===== config.mk =====
export PLATFORM = sky130hd
export DESIGN_NAME = line_rasterizer_with_fb_address_top_flat
export DESIGN_NICKNAME = d
export VERILOG_FILES = /design/src/rtl/core/lrfb_pkg.sv /design/src/rtl/core/lrfb_if.sv /design/src/rtl/core/lrfb_regs.sv /design/src/rtl/core/lrfb_stepper.sv /design/src/rtl/core/lrfb_writer.sv /design/src/rtl/core/line_rasterizer_with_fb_address_top.sv /design/src/flat_wrapper.sv
export SDC_FILE = /design/constraint.sdc
export NUM_CORES = 1
export LEC_CHECK = 0
export ABC_AREA = 1
export BUFFER_PORTS_ARGS = -buffer_cell sky130_fd_sc_hd__buf_2
export CORE_AREA = 3 3 193 213
export DETAILED_ROUTE_END_ITERATION = 8
export DIE_AREA = 0 0 196 216
export GPL_TIMING_DRIVEN = 0
export PLACE_DENSITY_LB_ADDON = 0.08
export SLEW_MARGIN = 20
export SYNTH_ARGS = -nofsm -noshare
export SYNTH_HDL_FRONTEND = slang
export SYNTH_HIERARCHICAL = 1
export SYNTH_SLANG_ARGS = --single-unit
export TNS_END_PERCENT = 30

===== constraint.sdc =====
create_clock -name clk -period 9.8 [get_ports clk]
set_input_delay 0.98 -clock clk [delete_from_list [all_inputs] [get_ports clk]]
set_output_delay 0.98 -clock clk [all_outputs]
set_load 0.01 [all_outputs]

===== src/rtl/core/lrfb_pkg.sv =====
// ----------------------------------------------------------------------------
// lrfb_pkg: shared types and constants for the line rasterizer
// Pixel formats, register map, command codes and reset values used by the
// stepper, the framebuffer write former and the configuration registers.
// ----------------------------------------------------------------------------
package lrfb_pkg;

    // Default geometry
    localparam int COORD_BITS_DEF  = 12;
    localparam int STRIDE_BITS_DEF = 14;

    // Fixed result widths
    localparam int ADDR_BITS  = 26;
    localparam int VALUE_BITS = 24;
    localparam int COUNT_BITS = 3;

    // Configuration port
    localparam int PADDR_BITS = 5;
    localparam int PDATA_BITS = 32;

    // Request commands
    localparam logic CMD_LOAD = 1'b0;
    localparam logic CMD_STEP = 1'b1;

    // Pixel formats
    typedef enum logic [1:0] {
        FMT_RGB565   = 2'd0,
        FMT_RGB888   = 2'd1,
        FMT_XRGB8888 = 2'd2,
        FMT_NONE     = 2'd3
    } fmt_t;

    // Register map, word index
    typedef enum logic [2:0] {
        REG_FORMAT = 3'd0,
        REG_STRIDE = 3'd1,
        REG_RED    = 3'd2,
        REG_GREEN  = 3'd3,
        REG_BLUE   = 3'd4
    } reg_idx_t;

    // Drawing color
    typedef struct packed {
        logic [7:0] red;
        logic [7:0] green;
        logic [7:0] blue;
    } color_t;

    // Reset values
    localparam fmt_t       FORMAT_RST = FMT_XRGB8888;
    localparam logic [7:0] RED_RST    = 8'd0;
    localparam logic [7:0] GREEN_RST  = 8'd255;
    localparam logic [7:0] BLUE_RST   = 8'd0;

    // Bytes written per format
    localparam logic [COUNT_BITS-1:0] BYTES_RGB565   = 3'd2;
    localparam logic [COUNT_BITS-1:0] BYTES_RGB888   = 3'd3;
    localparam logic [COUNT_BITS-1:0] BYTES_XRGB8888 = 3'd4;
    localparam logic [COUNT_BITS-1:0] BYTES_NONE     = 3'd0;

endpackage


===== src/rtl/core/lrfb_if.sv =====
// ----------------------------------------------------------------------------
// lrfb_if: request and pixel channels of the line rasterizer
// Valid/ready channels; a transfer happens when valid and ready are both high.
// ----------------------------------------------------------------------------

// Draw requests: load endpoints or step one pixel
interface lrfb_draw_if #(
    parameter int COORD_BITS = lrfb_pkg::COORD_BITS_DEF
) ();
    logic                  valid;
    logic                  ready;
    logic                  cmd;
    logic [COORD_BITS-1:0] start_x;
    logic [COORD_BITS-1:0] start_y;
    logic [COORD_BITS-1:0] end_x;
    logic [COORD_BITS-1:0] end_y;

    modport source (
        output valid, cmd, start_x, start_y, end_x, end_y,
        input  ready
    );
    modport sink (
        input  valid, cmd, start_x, start_y, end_x, end_y,
        output ready
    );
endinterface

// Framebuffer pixel writes
interface lrfb_pixel_if #(
    parameter int COORD_BITS = lrfb_pkg::COORD_BITS_DEF
) ();
    logic                             valid;
    logic                             ready;
    logic [COORD_BITS-1:0]            pixel_x;
    logic [COORD_BITS-1:0]            pixel_y;
    logic [lrfb_pkg::ADDR_BITS-1:0]   byte_address;
    logic [lrfb_pkg::VALUE_BITS-1:0]  pixel_value;
    logic [lrfb_pkg::COUNT_BITS-1:0]  byte_count;
    logic                             last_pixel;

    modport source (
        output valid, pixel_x, pixel_y, byte_address, pixel_value, byte_count,
               last_pixel,
        input  ready
    );
    modport sink (
        input  valid, pixel_x, pixel_y, byte_address, pixel_value, byte_count,
               last_pixel,
        output ready
    );
endinterface


===== src/rtl/core/lrfb_regs.sv =====
// ----------------------------------------------------------------------------
// lrfb_regs: configuration registers
// APB-style register file holding pixel format, line stride and color.
// ----------------------------------------------------------------------------
module lrfb_regs #(
    parameter int STRIDE_BITS = lrfb_pkg::STRIDE_BITS_DEF
) (
    input  logic                                 clk,
    input  logic                                 rst_n,
    input  logic                                 psel,
    input  logic                                 penable,
    input  logic                                 pwrite,
    input  logic [lrfb_pkg::PADDR_BITS-1:0]      paddr,
    input  logic [lrfb_pkg::PDATA_BITS-1:0]      pwdata,
    output logic [lrfb_pkg::PDATA_BITS-1:0]      prdata,
    output logic                                 pready,
    output lrfb_pkg::fmt_t                       format,
    output logic [STRIDE_BITS-1:0]               stride,
    output lrfb_pkg::color_t                     color
);
    import lrfb_pkg::*;

    fmt_t                   format_reg;
    logic [STRIDE_BITS-1:0] stride_reg;
    color_t                 color_reg;
    reg_idx_t               idx;
    logic                   wr_en;

    assign pready = 1'b1;
    assign idx    = reg_idx_t'(paddr[PADDR_BITS-1:2]);
    assign wr_en  = psel && penable && pwrite;

    // Register writes
    always_ff @(posedge clk or negedge rst_n)
    begin
        if (!rst_n)
        begin
            format_reg      <= FORMAT_RST;
            stride_reg      <= '0;
            color_reg.red   <= RED_RST;
            color_reg.green <= GREEN_RST;
            color_reg.blue  <= BLUE_RST;
        end
        else if (wr_en)
        begin
            unique case (idx)
                REG_FORMAT: format_reg      <= fmt_t'(pwdata[1:0]);
                REG_STRIDE: stride_reg      <= pwdata[STRIDE_BITS-1:0];
                REG_RED:    color_reg.red   <= pwdata[7:0];
                REG_GREEN:  color_reg.green <= pwdata[7:0];
                REG_BLUE:   color_reg.blue  <= pwdata[7:0];
                default:    ;
            endcase
        end
    end

    // Read back
    always_comb
    begin
        unique case (idx)
            REG_FORMAT: prdata = PDATA_BITS'(format_reg);
            REG_STRIDE: prdata = PDATA_BITS'(stride_reg);
            REG_RED:    prdata = PDATA_BITS'(color_reg.red);
            REG_GREEN:  prdata = PDATA_BITS'(color_reg.green);
            REG_BLUE:   prdata = PDATA_BITS'(color_reg.blue);
            default:    prdata = '0;
        endcase
    end

    assign format = format_reg;
    assign stride = stride_reg;
    assign color  = color_reg;

endmodule


===== src/rtl/core/lrfb_stepper.sv =====
// ----------------------------------------------------------------------------
// lrfb_stepper: Bresenham line setup and stepping
// Registers each request, sets up a line on load or advances it by one pixel
// on step, and holds the pixel coordinates for the write former.
// ----------------------------------------------------------------------------
module lrfb_stepper #(
    parameter int COORD_BITS = lrfb_pkg::COORD_BITS_DEF
) (
    input  logic                  clk,
    input  logic                  rst_n,
    lrfb_draw_if.sink             draw,
    output logic                  pix_valid,
    input  logic                  pix_ready,
    output logic [COORD_BITS-1:0] pix_x,
    output logic [COORD_BITS-1:0] pix_y,
    output logic                  pix_last
);
    import lrfb_pkg::*;

    localparam int TW_BITS  = COORD_BITS + 1;   // twice a delta
    localparam int DEC_BITS = COORD_BITS + 3;   // signed decision term

    // Input register
    logic                  s0_valid_reg;
    logic                  s0_cmd_reg;
    logic [COORD_BITS-1:0] s0_sx_reg, s0_sy_reg, s0_ex_reg, s0_ey_reg;

    // Line state
    logic                       active_reg,    active_next;
    logic                       steep_reg,     steep_next;
    logic [COORD_BITS-1:0]      major_pos_reg, major_pos_next;
    logic [COORD_BITS-1:0]      major_end_reg, major_end_next;
    logic [COORD_BITS-1:0]      minor_pos_reg, minor_pos_next;
    logic                       minor_neg_reg, minor_neg_next;
    logic signed [DEC_BITS-1:0] dec_reg,       dec_next;
    logic [TW_BITS-1:0]         tmaj_reg,      tmaj_next;
    logic [TW_BITS-1:0]         tmin_reg,      tmin_next;

    // Pixel register
    logic                  s1_valid_reg;
    logic [COORD_BITS-1:0] s1_x_reg, s1_y_reg;
    logic                  s1_last_reg;

    logic                  s1_ready;
    logic                  fire0;
    logic                  is_step;
    logic                  emit;
    logic                  at_end;

    // Setup terms
    logic [COORD_BITS-1:0] adx, ady, dmaj, dmin;
    logic                  steep;
    logic [COORD_BITS-1:0] ma0, ma1, mi0, mi1;
    logic                  swap;
    logic [COORD_BITS-1:0] mstart, mend, nstart, nend;
    logic                  dec_pos;

    // Handshake
    assign s1_ready   = !s1_valid_reg || pix_ready;
    assign fire0      = s0_valid_reg && s1_ready;
    assign draw.ready = !s0_valid_reg || s1_ready;
    assign is_step    = (s0_cmd_reg == CMD_STEP);
    assign emit       = fire0 && is_step && active_reg;
    assign at_end     = (major_pos_reg == major_end_reg);

    // Input register
    always_ff @(posedge clk or negedge rst_n)
    begin
        if (!rst_n)
            s0_valid_reg <= 1'b0;
        else if (draw.valid && draw.ready)
            s0_valid_reg <= 1'b1;
        else if (fire0)
            s0_valid_reg <= 1'b0;
    end

    always_ff @(posedge clk)
    begin
        if (draw.valid && draw.ready)
        begin
            s0_cmd_reg <= draw.cmd;
            s0_sx_reg  <= draw.start_x;
            s0_sy_reg  <= draw.start_y;
            s0_ex_reg  <= draw.end_x;
            s0_ey_reg  <= draw.end_y;
        end
    end

    // Line setup: major axis, ordering along it, minor direction
    always_comb
    begin
        adx    = (s0_ex_reg >= s0_sx_reg) ? s0_ex_reg - s0_sx_reg : s0_sx_reg - s0_ex_reg;
        ady    = (s0_ey_reg >= s0_sy_reg) ? s0_ey_reg - s0_sy_reg : s0_sy_reg - s0_ey_reg;
        steep  = (ady >= adx);
        dmaj   = steep ? ady : adx;
        dmin   = steep ? adx : ady;
        ma0    = steep ? s0_sy_reg : s0_sx_reg;
        ma1    = steep ? s0_ey_reg : s0_ex_reg;
        mi0    = steep ? s0_sx_reg : s0_sy_reg;
        mi1    = steep ? s0_ex_reg : s0_ey_reg;
        swap   = (ma0 > ma1);
        mstart = swap ? ma1 : ma0;
        mend   = swap ? ma0 : ma1;
        nstart = swap ? mi1 : mi0;
        nend   = swap ? mi0 : mi1;
    end

    assign dec_pos = !dec_reg[DEC_BITS-1] && (dec_reg != '0);

    // Next line state
    always_comb
    begin
        active_next    = active_reg;
        steep_next     = steep_reg;
        major_pos_next = major_pos_reg;
        major_end_next = major_end_reg;
        minor_pos_next = minor_pos_reg;
        minor_neg_next = minor_neg_reg;
        dec_next       = dec_reg;
        tmaj_next      = tmaj_reg;
        tmin_next      = tmin_reg;
        if (fire0 && !is_step)
        begin
            active_next    = 1'b1;
            steep_next     = steep;
            major_pos_next = mstart;
            major_end_next = mend;
            minor_pos_next = nstart;
            minor_neg_next = (nend < nstart);
            tmaj_next      = {dmaj, 1'b0};
            tmin_next      = {dmin, 1'b0};
            dec_next       = $signed({2'b00, dmin, 1'b0}) - $signed({3'b000, dmaj});
        end
        else if (emit)
        begin
            if (at_end)
                active_next = 1'b0;
            else
            begin
                if (dec_pos)
                    minor_pos_next = minor_neg_reg ? minor_pos_reg - COORD_BITS'(1)
                                                   : minor_pos_reg + COORD_BITS'(1);
                dec_next = dec_reg + $signed({2'b00, tmin_reg})
                         - (dec_pos ? $signed({2'b00, tmaj_reg}) : DEC_BITS'(0));
                major_pos_next = major_pos_reg + COORD_BITS'(1);
            end
        end
    end

    // Line state registers
    always_ff @(posedge clk or negedge rst_n)
    begin
        if (!rst_n)
        begin
            active_reg    <= 1'b0;
            steep_reg     <= 1'b0;
            major_pos_reg <= '0;
            major_end_reg <= '0;
            minor_pos_reg <= '0;
            minor_neg_reg <= 1'b0;
            dec_reg       <= '0;
            tmaj_reg      <= '0;
            tmin_reg      <= '0;
        end
        else
        begin
            active_reg    <= active_next;
            steep_reg     <= steep_next;
            major_pos_reg <= major_pos_next;
            major_end_reg <= major_end_next;
            minor_pos_reg <= minor_pos_next;
            minor_neg_reg <= minor_neg_next;
            dec_reg       <= dec_next;
            tmaj_reg      <= tmaj_next;
            tmin_reg      <= tmin_next;
        end
    end

    // Pixel register
    always_ff @(posedge clk or negedge rst_n)
    begin
        if (!rst_n)
            s1_valid_reg <= 1'b0;
        else if (s1_ready)
            s1_valid_reg <= emit;
    end

    always_ff @(posedge clk)
    begin
        if (emit)
        begin
            s1_x_reg    <= steep_reg ? minor_pos_reg : major_pos_reg;
            s1_y_reg    <= steep_reg ? major_pos_reg : minor_pos_reg;
            s1_last_reg <= at_end;
        end
    end

    assign pix_valid = s1_valid_reg;
    assign pix_x     = s1_x_reg;
    assign pix_y     = s1_y_reg;
    assign pix_last  = s1_last_reg;

`ifndef SYNTHESIS
    // A consumed load always leaves a running line
    a_load_starts: assert property (@(posedge clk) disable iff (!rst_n)
        (fire0 && !is_step) |=> active_reg)
        else $error("load did not start a line");

    // The last pixel ends the line
    a_last_ends: assert property (@(posedge clk) disable iff (!rst_n)
        (emit && at_end) |=> !active_reg)
        else $error("line still active after its last pixel");

    // Stepping never runs past the end point
    a_within_end: assert property (@(posedge clk) disable iff (!rst_n)
        active_reg |-> (major_pos_reg <= major_end_reg))
        else $error("major position passed the line end");
`endif

endmodule


===== src/rtl/core/lrfb_writer.sv =====
// ----------------------------------------------------------------------------
// lrfb_writer: framebuffer write former
// Turns a pixel position into a byte address, packed color and byte count,
// held in the output register until taken.
// ----------------------------------------------------------------------------
module lrfb_writer #(
    parameter int COORD_BITS  = lrfb_pkg::COORD_BITS_DEF,
    parameter int STRIDE_BITS = lrfb_pkg::STRIDE_BITS_DEF
) (
    input  logic                   clk,
    input  logic                   rst_n,
    input  logic                   pix_valid,
    output logic                   pix_ready,
    input  logic [COORD_BITS-1:0]  pix_x,
    input  logic [COORD_BITS-1:0]  pix_y,
    input  logic                   pix_last,
    input  lrfb_pkg::fmt_t         format,
    input  logic [STRIDE_BITS-1:0] stride,
    input  lrfb_pkg::color_t       color,
    lrfb_pixel_if.source           pixel
);
    import lrfb_pkg::*;

    localparam int COL_BITS = COORD_BITS + 2;
    localparam int ROW_BITS = COORD_BITS + STRIDE_BITS;
    localparam int SUM_BITS = (ROW_BITS + 1 > ADDR_BITS) ? ROW_BITS + 1 : ADDR_BITS;

    logic                  out_valid_reg;
    logic [COORD_BITS-1:0] x_reg, y_reg;
    logic [ADDR_BITS-1:0]  addr_reg,  addr_next;
    logic [VALUE_BITS-1:0] value_reg, value_next;
    logic [COUNT_BITS-1:0] count_reg, count_next;
    logic                  last_reg;

    logic [COL_BITS-1:0]   col_off;
    logic [ROW_BITS-1:0]   row_off;
    logic [SUM_BITS-1:0]   sum;
    logic                  take;

    assign pix_ready = !out_valid_reg || pixel.ready;
    assign take      = pix_valid && pix_ready;

    // Row offset and format decode
    assign row_off = ROW_BITS'(pix_y) * ROW_BITS'(stride);

    always_comb
    begin
        case (format)
            FMT_RGB565:
            begin
                col_off    = COL_BITS'({pix_x, 1'b0});
                count_next = BYTES_RGB565;
                value_next = VALUE_BITS'({color.red[7:3], color.green[7:2], color.blue[7:3]});
            end
            FMT_RGB888:
            begin
                col_off    = COL_BITS'({pix_x, 1'b0}) + COL_BITS'(pix_x);
                count_next = BYTES_RGB888;
                value_next = {color.red, color.green, color.blue};
            end
            FMT_XRGB8888:
            begin
                col_off    = {pix_x, 2'b00};
                count_next = BYTES_XRGB8888;
                value_next = {color.red, color.green, color.blue};
            end
            default:
            begin
                col_off    = '0;
                count_next = BYTES_NONE;
                value_next = '0;
            end
        endcase
    end

    // Byte address, wrapped; zero when nothing is written
    assign sum       = SUM_BITS'(row_off) + SUM_BITS'(col_off);
    assign addr_next = (count_next == BYTES_NONE) ? '0 : sum[ADDR_BITS-1:0];

    // Output register
    always_ff @(posedge clk or negedge rst_n)
    begin
        if (!rst_n)
            out_valid_reg <= 1'b0;
        else if (pix_ready)
            out_valid_reg <= pix_valid;
    end

    always_ff @(posedge clk)
    begin
        if (take)
        begin
            x_reg     <= pix_x;
            y_reg     <= pix_y;
            addr_reg  <= addr_next;
            value_reg <= value_next;
            count_reg <= count_next;
            last_reg  <= pix_last;
        end
    end

    assign pixel.valid        = out_valid_reg;
    assign pixel.pixel_x      = x_reg;
    assign pixel.pixel_y      = y_reg;
    assign pixel.byte_address = addr_reg;
    assign pixel.pixel_value  = value_reg;
    assign pixel.byte_count   = count_reg;
    assign pixel.last_pixel   = last_reg;

endmodule


===== src/rtl/core/line_rasterizer_with_fb_address_top.sv =====
// Path: a step request's pixel passes the input register, the pixel register
// and the output register, and any of them holds it while the output stalls.
// Throughput: one request per cycle while the pixel output is not stalled;
// the Bresenham state update is made as a request leaves the input register.
// Reset: rst_n clears all valid flags and the line state and restores the
// configuration registers to their reset values; the block is ready at once.
// ----------------------------------------------------------------------------
// line_rasterizer_with_fb_address_top: Bresenham line rasterizer
// Generates line pixels with framebuffer byte address, packed color and byte
// count, configured through an APB-style register port.
// ----------------------------------------------------------------------------
module line_rasterizer_with_fb_address_top #(
    parameter int COORD_BITS  = lrfb_pkg::COORD_BITS_DEF,
    parameter int STRIDE_BITS = lrfb_pkg::STRIDE_BITS_DEF
) (
    input  logic                            clk,
    input  logic                            rst_n,
    input  logic                            psel,
    input  logic                            penable,
    input  logic                            pwrite,
    input  logic [lrfb_pkg::PADDR_BITS-1:0] paddr,
    input  logic [lrfb_pkg::PDATA_BITS-1:0] pwdata,
    output logic [lrfb_pkg::PDATA_BITS-1:0] prdata,
    output logic                            pready,
    lrfb_draw_if.sink                       draw,
    lrfb_pixel_if.source                    pixel
);
    import lrfb_pkg::*;

    fmt_t                   format;
    logic [STRIDE_BITS-1:0] stride;
    color_t                 color;

    logic                  pix_valid;
    logic                  pix_ready;
    logic [COORD_BITS-1:0] pix_x;
    logic [COORD_BITS-1:0] pix_y;
    logic                  pix_last;

    // Configuration registers
    lrfb_regs #(
        .STRIDE_BITS (STRIDE_BITS)
    ) u_regs (
        .clk     (clk),
        .rst_n   (rst_n),
        .psel    (psel),
        .penable (penable),
        .pwrite  (pwrite),
        .paddr   (paddr),
        .pwdata  (pwdata),
        .prdata  (prdata),
        .pready  (pready),
        .format  (format),
        .stride  (stride),
        .color   (color)
    );

    // Line setup and stepping
    lrfb_stepper #(
        .COORD_BITS (COORD_BITS)
    ) u_stepper (
        .clk       (clk),
        .rst_n     (rst_n),
        .draw      (draw),
        .pix_valid (pix_valid),
        .pix_ready (pix_ready),
        .pix_x     (pix_x),
        .pix_y     (pix_y),
        .pix_last  (pix_last)
    );

    // Framebuffer write forming
    lrfb_writer #(
        .COORD_BITS  (COORD_BITS),
        .STRIDE_BITS (STRIDE_BITS)
    ) u_writer (
        .clk       (clk),
        .rst_n     (rst_n),
        .pix_valid (pix_valid),
        .pix_ready (pix_ready),
        .pix_x     (pix_x),
        .pix_y     (pix_y),
        .pix_last  (pix_last),
        .format    (format),
        .stride    (stride),
        .color     (color),
        .pixel     (pixel)
    );

endmodule

===== src/flat_wrapper.sv =====
// flat-port wrapper written by rule: the top's interface ports become plain ports
module line_rasterizer_with_fb_address_top_flat import lrfb_pkg::*;
#(
    parameter int COORD_BITS  = lrfb_pkg::COORD_BITS_DEF,
    parameter int STRIDE_BITS = lrfb_pkg::STRIDE_BITS_DEF
)
  (clk, rst_n, psel, penable, pwrite, paddr, pwdata, prdata, pready, draw_valid, draw_cmd, draw_start_x, draw_start_y, draw_end_x, draw_end_y, draw_ready, pixel_valid, pixel_pixel_x, pixel_pixel_y, pixel_byte_address, pixel_pixel_value, pixel_byte_count, pixel_last_pixel, pixel_ready);
  lrfb_draw_if #(.COORD_BITS(COORD_BITS)) draw_i ();
  lrfb_pixel_if #(.COORD_BITS(COORD_BITS)) pixel_i ();
  input  logic clk;
  input  logic rst_n;
  input  logic psel;
  input  logic penable;
  input  logic pwrite;
  input  logic [lrfb_pkg::PADDR_BITS-1:0] paddr;
  input  logic [lrfb_pkg::PDATA_BITS-1:0] pwdata;
  output logic [lrfb_pkg::PDATA_BITS-1:0] prdata;
  output logic pready;
  input wire logic [$bits(draw_i.valid)-1:0] draw_valid;
  input wire logic [$bits(draw_i.cmd)-1:0] draw_cmd;
  input wire logic [$bits(draw_i.start_x)-1:0] draw_start_x;
  input wire logic [$bits(draw_i.start_y)-1:0] draw_start_y;
  input wire logic [$bits(draw_i.end_x)-1:0] draw_end_x;
  input wire logic [$bits(draw_i.end_y)-1:0] draw_end_y;
  output wire logic [$bits(draw_i.ready)-1:0] draw_ready;
  output wire logic [$bits(pixel_i.valid)-1:0] pixel_valid;
  output wire logic [$bits(pixel_i.pixel_x)-1:0] pixel_pixel_x;
  output wire logic [$bits(pixel_i.pixel_y)-1:0] pixel_pixel_y;
  output wire logic [$bits(pixel_i.byte_address)-1:0] pixel_byte_address;
  output wire logic [$bits(pixel_i.pixel_value)-1:0] pixel_pixel_value;
  output wire logic [$bits(pixel_i.byte_count)-1:0] pixel_byte_count;
  output wire logic [$bits(pixel_i.last_pixel)-1:0] pixel_last_pixel;
  input wire logic [$bits(pixel_i.ready)-1:0] pixel_ready;
  assign draw_i.valid = draw_valid;
  assign draw_i.cmd = draw_cmd;
  assign draw_i.start_x = draw_start_x;
  assign draw_i.start_y = draw_start_y;
  assign draw_i.end_x = draw_end_x;
  assign draw_i.end_y = draw_end_y;
  assign draw_ready = draw_i.ready;
  assign pixel_valid = pixel_i.valid;
  assign pixel_pixel_x = pixel_i.pixel_x;
  assign pixel_pixel_y = pixel_i.pixel_y;
  assign pixel_byte_address = pixel_i.byte_address;
  assign pixel_pixel_value = pixel_i.pixel_value;
  assign pixel_byte_count = pixel_i.byte_count;
  assign pixel_last_pixel = pixel_i.last_pixel;
  assign pixel_i.ready = pixel_ready;
  line_rasterizer_with_fb_address_top #(.COORD_BITS(COORD_BITS), .STRIDE_BITS(STRIDE_BITS)) u_core (.clk(clk), .rst_n(rst_n), .psel(psel), .penable(penable), .pwrite(pwrite), .paddr(paddr), .pwdata(pwdata), .prdata(prdata), .pready(pready), .draw(draw_i), .pixel(pixel_i));
endmodule

* After elaboration in Yosys (flattened, before gate mapping)
Cells that the tools add are included.
** Storage, ports and cells
- Register bits after elaboration :: 273
- Bits in latches :: 0
- Memory bits (writable) :: 0
- ROM bits :: 0
- Output and inout bits :: 113
- Memories :: 0
** Operators by class
- $add $sub $neg :: 12
- Multiply operators :: 1
- Divide/modulo/power cells :: 0
- Order comparisons :: 5
- Equal/unequal tests :: 8
- Shift operators :: 0
- Muxes and demuxes :: 35
- Bitwise gates (word level) :: 0
- Reductions and logical operators :: 34
** Operators by type and width (number)
- 12-bit two-way mux :: 22
- 14-bit one-hot mux with 5 select lines :: 1
- 24-bit one-hot mux with 2 select lines :: 1
- 12-bit subtractor :: 4
- 15-bit two-way mux :: 3
- 14-bit one-hot mux with 3 select lines :: 1
- 12-bit greater-or-equal comparator :: 3
- 26-bit by 14-bit adder with 26-bit output :: 1
- 12-bit by 14-bit multiplier with 26-bit output :: 1
- 12-bit by 1-bit adder with 12-bit output (second input constant) :: 2
- 15-bit by 14-bit adder with 15-bit output :: 1
- 15-bit nonzero test :: 1
- 15-bit by 14-bit subtractor with 15-bit output :: 1
- 13-bit by 12-bit adder with 14-bit output :: 1
- 2-bit AND reduction :: 7
- 13-bit by 12-bit subtractor with 14-bit output :: 1
- 13-bit two-way mux :: 1
- 12-bit == test :: 1
- 12-bit greater-than comparator :: 1
- 12-bit < comparator :: 1
- 12-bit by 1-bit subtractor with 12-bit output (second input constant) :: 1
- 1-bit logical AND :: 9
- 3-bit one-hot mux with 3 select lines :: 1
- 2-bit nonzero test :: 4
- 13 further kinds :: 25

* Depth between registers and ports, before layout
- Word-level depth :: 8
- Gate-level depth with buffers :: 48

* Hierarchy
The synthesis kept the hierarchy.
** Modules (own cells, without submodules)
- lrfb_stepper :: instances 1, cells each 1735, area an instance 12951.2 µm²
- lrfb_writer :: instances 1, cells each 1290, area an instance 10188.5 µm²
- lrfb_regs :: instances 1, cells each 264, area an instance 2138.3 µm²

* Worst setup path before layout
No wires, ideal clock.
- Path type :: register -> register
- Start :: reg u_core.u_stepper.s0_sy_reg[0]
- End :: reg u_core.u_stepper.minor_neg_reg
- Library setup time :: 0.066 ns
- Arrival :: 5.720 ns
- Path slack :: 4.014 ns
- Cell stages (with the launch flop) :: 40
- Path buffers :: 4
- Clock period less this slack :: 5.786 ns
- Cell sequence :: edfxtp_1 ha_1 fa_1 nor2_4 nor2_4 nand2_1 nand2_1 nand3_2 buf_6 nand2_2 o21ai_2 xor2_2 inv_1 ha_1 nand2_1 inv_1 nand2_1 nand2_1 [4 not listed] o21ai_0 inv_1 ha_1 nand2_1 nor2_1 nand2_1 nor2_1 inv_1 nand2_1 buf_1 mux2i_1 ha_1 a21oi_1 o21a_1 o21ai_0 a2111oi_0 nand2_1 nand2_1
** On the way
- Cells in the longest elaborated chain, start to end :: 7
- Elaborated cells between the ends (all ways) :: 13
** Ends and longest elaborated chain
- start: declaration :: line lrfb_stepper.sv:26 : logic [COORD_BITS-1:0] s0_sx_reg, s0_sy_reg, s0_ex_reg, s0_ey_reg;
- start signal: assignment :: line lrfb_stepper.sv:83 : s0_sy_reg <= draw.start_y;
- 12-bit subtractor or 12-bit greater-or-equal comparator (tied branches) :: line lrfb_stepper.sv:93 : ady = (s0_ey_reg >= s0_sy_reg) ? s0_ey_reg - s0_sy_reg : s0_sy_reg - s0_ey_reg;
- 12-bit two-way mux :: line lrfb_stepper.sv:93
- 12-bit greater-or-equal comparator :: line lrfb_stepper.sv:94 : steep = (ady >= adx);
- 12-bit two-way mux (on tied branches) :: line lrfb_stepper.sv:97, lrfb_stepper.sv:98
- 12-bit greater-than comparator :: line lrfb_stepper.sv:101 : swap = (ma0 > ma1);
- 12-bit two-way mux (on tied branches) :: line lrfb_stepper.sv:105, lrfb_stepper.sv:104
- 12-bit < comparator * :: line lrfb_stepper.sv:129 : minor_neg_next = (nend < nstart);
- end signal: assignment :: line lrfb_stepper.sv:172 : minor_neg_reg <= minor_neg_next;
- end: declaration :: line lrfb_stepper.sv:34 : logic minor_neg_reg, minor_neg_next;
Every way passes the cells marked *; elsewhere a longest branch is shown, timed or not.
A chain may end at the register's enable or synchronous reset.

* Final worst setup path
- Start :: reg u_core.u_stepper.s0_ey_reg[0]
- End :: reg u_core.u_stepper.minor_neg_reg
** On the way
- Cells in the longest elaborated chain, start to end :: 7
- Elaborated cells between the ends (all ways) :: 13
** Ends and longest elaborated chain
- start: declaration :: line lrfb_stepper.sv:26
- start signal: assignment :: line lrfb_stepper.sv:85 : s0_ey_reg <= draw.end_y;
- 12-bit subtractor or 12-bit greater-or-equal comparator (tied branches) :: line lrfb_stepper.sv:93
- 12-bit two-way mux :: line lrfb_stepper.sv:93
- 12-bit greater-or-equal comparator :: line lrfb_stepper.sv:94
- 12-bit two-way mux (on tied branches) :: line lrfb_stepper.sv:97, lrfb_stepper.sv:98
- 12-bit greater-than comparator :: line lrfb_stepper.sv:101
- 12-bit two-way mux (on tied branches) :: line lrfb_stepper.sv:105, lrfb_stepper.sv:104
- 12-bit < comparator * :: line lrfb_stepper.sv:129
Marks and branches as above.

==> summary.txt <==
Die
  • Die width: 196 um
  • Height of the die: 216 um
  • Starting density of the core: 0.645
  • Top-level port count: 206
  • Core box area: 0.0392 mm^2
  • FP Rows: 76
  • DIE AREA: 0.0423 mm^2

Synth
  • Post-synth EDFFs: 152
  • Synth warnings: 6
  • Post-synthesis compound-gate area fraction: 0.116
  • XOR/XNOR Fraction of Synth Area: 0.0198
  • Count of different cell masters after synthesis: 61
  • Post-synthesis register bit count: 273
  • Largest family of logic cells by synthesized area: adder cells
  • Post-Synth Adder-Cell Area: 0.221
  • Post-synthesis mux area share: 0.00262
  • Sequential cell area fraction in the yosys report: 0.301
  • Area leader, netlist: edfxtp_1
  • Post-Syn Area: 0.0253 mm^2
  • Top post-synthesis cells by area: edfxtp_1 18%, nand2_1 13%, fa_1 12%, dfrtp_1 11%, ha_1 10%
  • Synth top cells by count: 909 x nand2_1, 609 x inv_1, 215 x o21ai_0, 202 x ha_1, 158 x nor2_1
  • Post-synth ARST share: 0.443
  • Post-Synth Simple-Gate Area: 0.218
  • Share of the synthesized area in the top cell type: 0.181
  • Top FF cell, synth: edfxtp_1
  • Synthesized netlist cell count: 3,289
  • Mean Syn Cell Area: 7.69 um^2
  • Count leader, synth: nand2_1

Placed design
  • Placed Cells incl. Taps: 3,984
  • Port bufs: 166
  • GPL Wtd Cong: 0.984
  • Detailed Place HPWL: 62,900 um
  • Setup WS pre-CTS: 2.60 ns

Clock tree
  • H-tree depth: 1
  • Inserted Clock Buffers: 31
  • Clk buf depth: 3
  • Worst-path clk slew: 0.06 ns
  • CTS sink cnt: 273
  • Clock Latency Late Sink: 0.61 ns
  • Postcts setup bufs: 0
  • Root Driver: clkbuf_16
  • Post-CTS sizing: 0
  • CTS Hold Bufs: 0
  • CTS tree: done

Timing
  • Hold Slack: 0.349 ns
  • Fin worst setup slack: 2.44 ns
  • Final Hold Violating Endpoints: 0
  • Slew HR: 0.333
  • RSZ-0062 raised after global routing: false
  • Slew @ Worst Pin: 0.994 ns
  • Final setup viols: 0
  • F_max: 136 MHz
  • Setup TNS: 0 ns
  • Final Critical Period: 7.36 ns
  • Slew Viols, Final: 0
  • Max Clock Skew: 0.0206 ns
  • Period utilisation layout: 0.752

Worst setup path
  • CP Class: reg2reg
  • RR Startpoint: u_core/u_stepper/s0_ey_reg[0]$_DFFE_PP_
  • Reg2Reg Setup Slack: 2.44 ns
  • CP max-delay cell: edfxtp_1
  • Top Family by Delay on Critical Path: compound AO/OA/AOI/OAI gates
  • Crit path capture type: register
  • Startpoint Class: register
  • CP startpoint: u_core/u_stepper/s0_ey_reg[0]$_DFFE_PP_
  • Worst EP arrival: 7.90 ns
  • Worst Path Buf+Inv: 8
  • Cell repeated most along the worst path: nand2_1
  • CP peak stage delay: 0.52 ns
  • Critical path data required time: 10.34 ns
  • CP Max Fanout: 10

Global route
  • Met2 Use GR: 0.637
  • Largest net degree at the start of global routing: 63
  • Total track usage: 0.365
  • Global-route wire length before repair: 122,000 um
  • Met3 usage: 0.0520
  • Vias in the first global route: 23,600
  • Met1 global-route usage: 0.400
  • Grt total ovfl: 0
  • Initial antenna violation count: 0
  • GRT busiest layer: met2

Layout
  • Final #Nets: 3,958
  • Synthesis-to-finish area growth: 10.9%
  • Max reg flops: 26
  • Ant. Diodes: 0
  • Fill count: 3,083
  • Share of cells above drive strength 1: 0.113
  • Post-route insts no fill: 4,042

Flow run
  • Max_cap viols: 0

Detailed routing
  • Vias: 23,300
  • Wire length per cell: 19.1 um
  • Final WL: 77,400 um
  • Starting DRT DRC Count: 2,015
  • Mean number of vias per cell: 5.76
  • # DRC: 0
  • First-pass DRT Iterations: 6
  • Antenna viol nets, final: 0

Run status
  • Status: finished, final reports clean

Worst hold path
  • Hold Crit Class: in2async
[cell usage in the layout, fill, tap and decap left out, types with 32 or more instances in the layout]
cell type  synthesis  final
a21oi_1          149    148
buf_2             23    188
buf_4             35     35
clkbuf_1          51     55
clkbuf_16          0     32
dfrtp_1          112    112
edfxtp_1         152    152
fa_1             153    153
ha_1             202    202
inv_1            609    607
nand2_1          909    909
nand3_1          120    120
nand4_1           41     41
nor2_1           158    158
o21ai_0          215    215
o21ai_1           57     57
xor2_1            37     37
[layout make-up]
type / count / area [um^2] / area share
buffer: 123 / 691 / 0.0246
clock buffer: 39 / 857 / 0.0306
clock inverter: 19 / 233 / 0.00830
inverter: 631 / 2370 / 0.0845
multi-input combinational: 2279 / 14700 / 0.524
sequential: 273 / 7600 / 0.271
tap: 507 / 634 / 0.0226
timing repair buffer: 171 / 967 / 0.0345
[layer usage]
layer,vias to the layer above,part of all wire
met3,366,0.070
li1,10800,-
met2,1227,0.49
met1,10900,0.35
met4,0,0.096
met5,-,0
[per-stage QoR]
step	area [um^2]	utilization
global placement	26800	0.684
CTS	28000	0.716
global route	28000	0.716
finish	28000	0.716
detailed placement	27000	0.688
floorplan	25300	-
[final timing paths]
path / endpoint / depth (start not counted)
setup / recovery: u_core/u_stepper/minor_neg_reg$_DFFE_PN0P_ / 40
hold / removal: u_core/u_regs/color[5]$_DFFE_PN0P_ / 1
setup reg to reg: u_core/u_stepper/minor_neg_reg$_DFFE_PN0P_ / 40
hold reg to reg: u_core/u_writer/pixel.last_pixel$_DFFE_PP_ / 0
max in group asynchronous: u_core/u_stepper/minor_pos_reg[5]$_DFFE_PN0P_ / 2
min in group clk: u_core/u_writer/pixel.last_pixel$_DFFE_PP_ / 0
[logic make-up (layout without fill, tap and decap cells)]
family | count (synthesis) | in the layout
and+or+nand+nor | 1316 | 1316
buffers and inverters | 754 | 983
AOI/OAI and AO/OA | 531 | 531
adders and majority gates | 355 | 355
DFF | 273 | 273
xor gates and xnor gates | 53 | 53
muxes | 5 | 5
other | 2 | 19
Power is left out: the tool's default activity adds up to more than one toggle a clock period on the data nets, which glitch-free logic cannot reach.
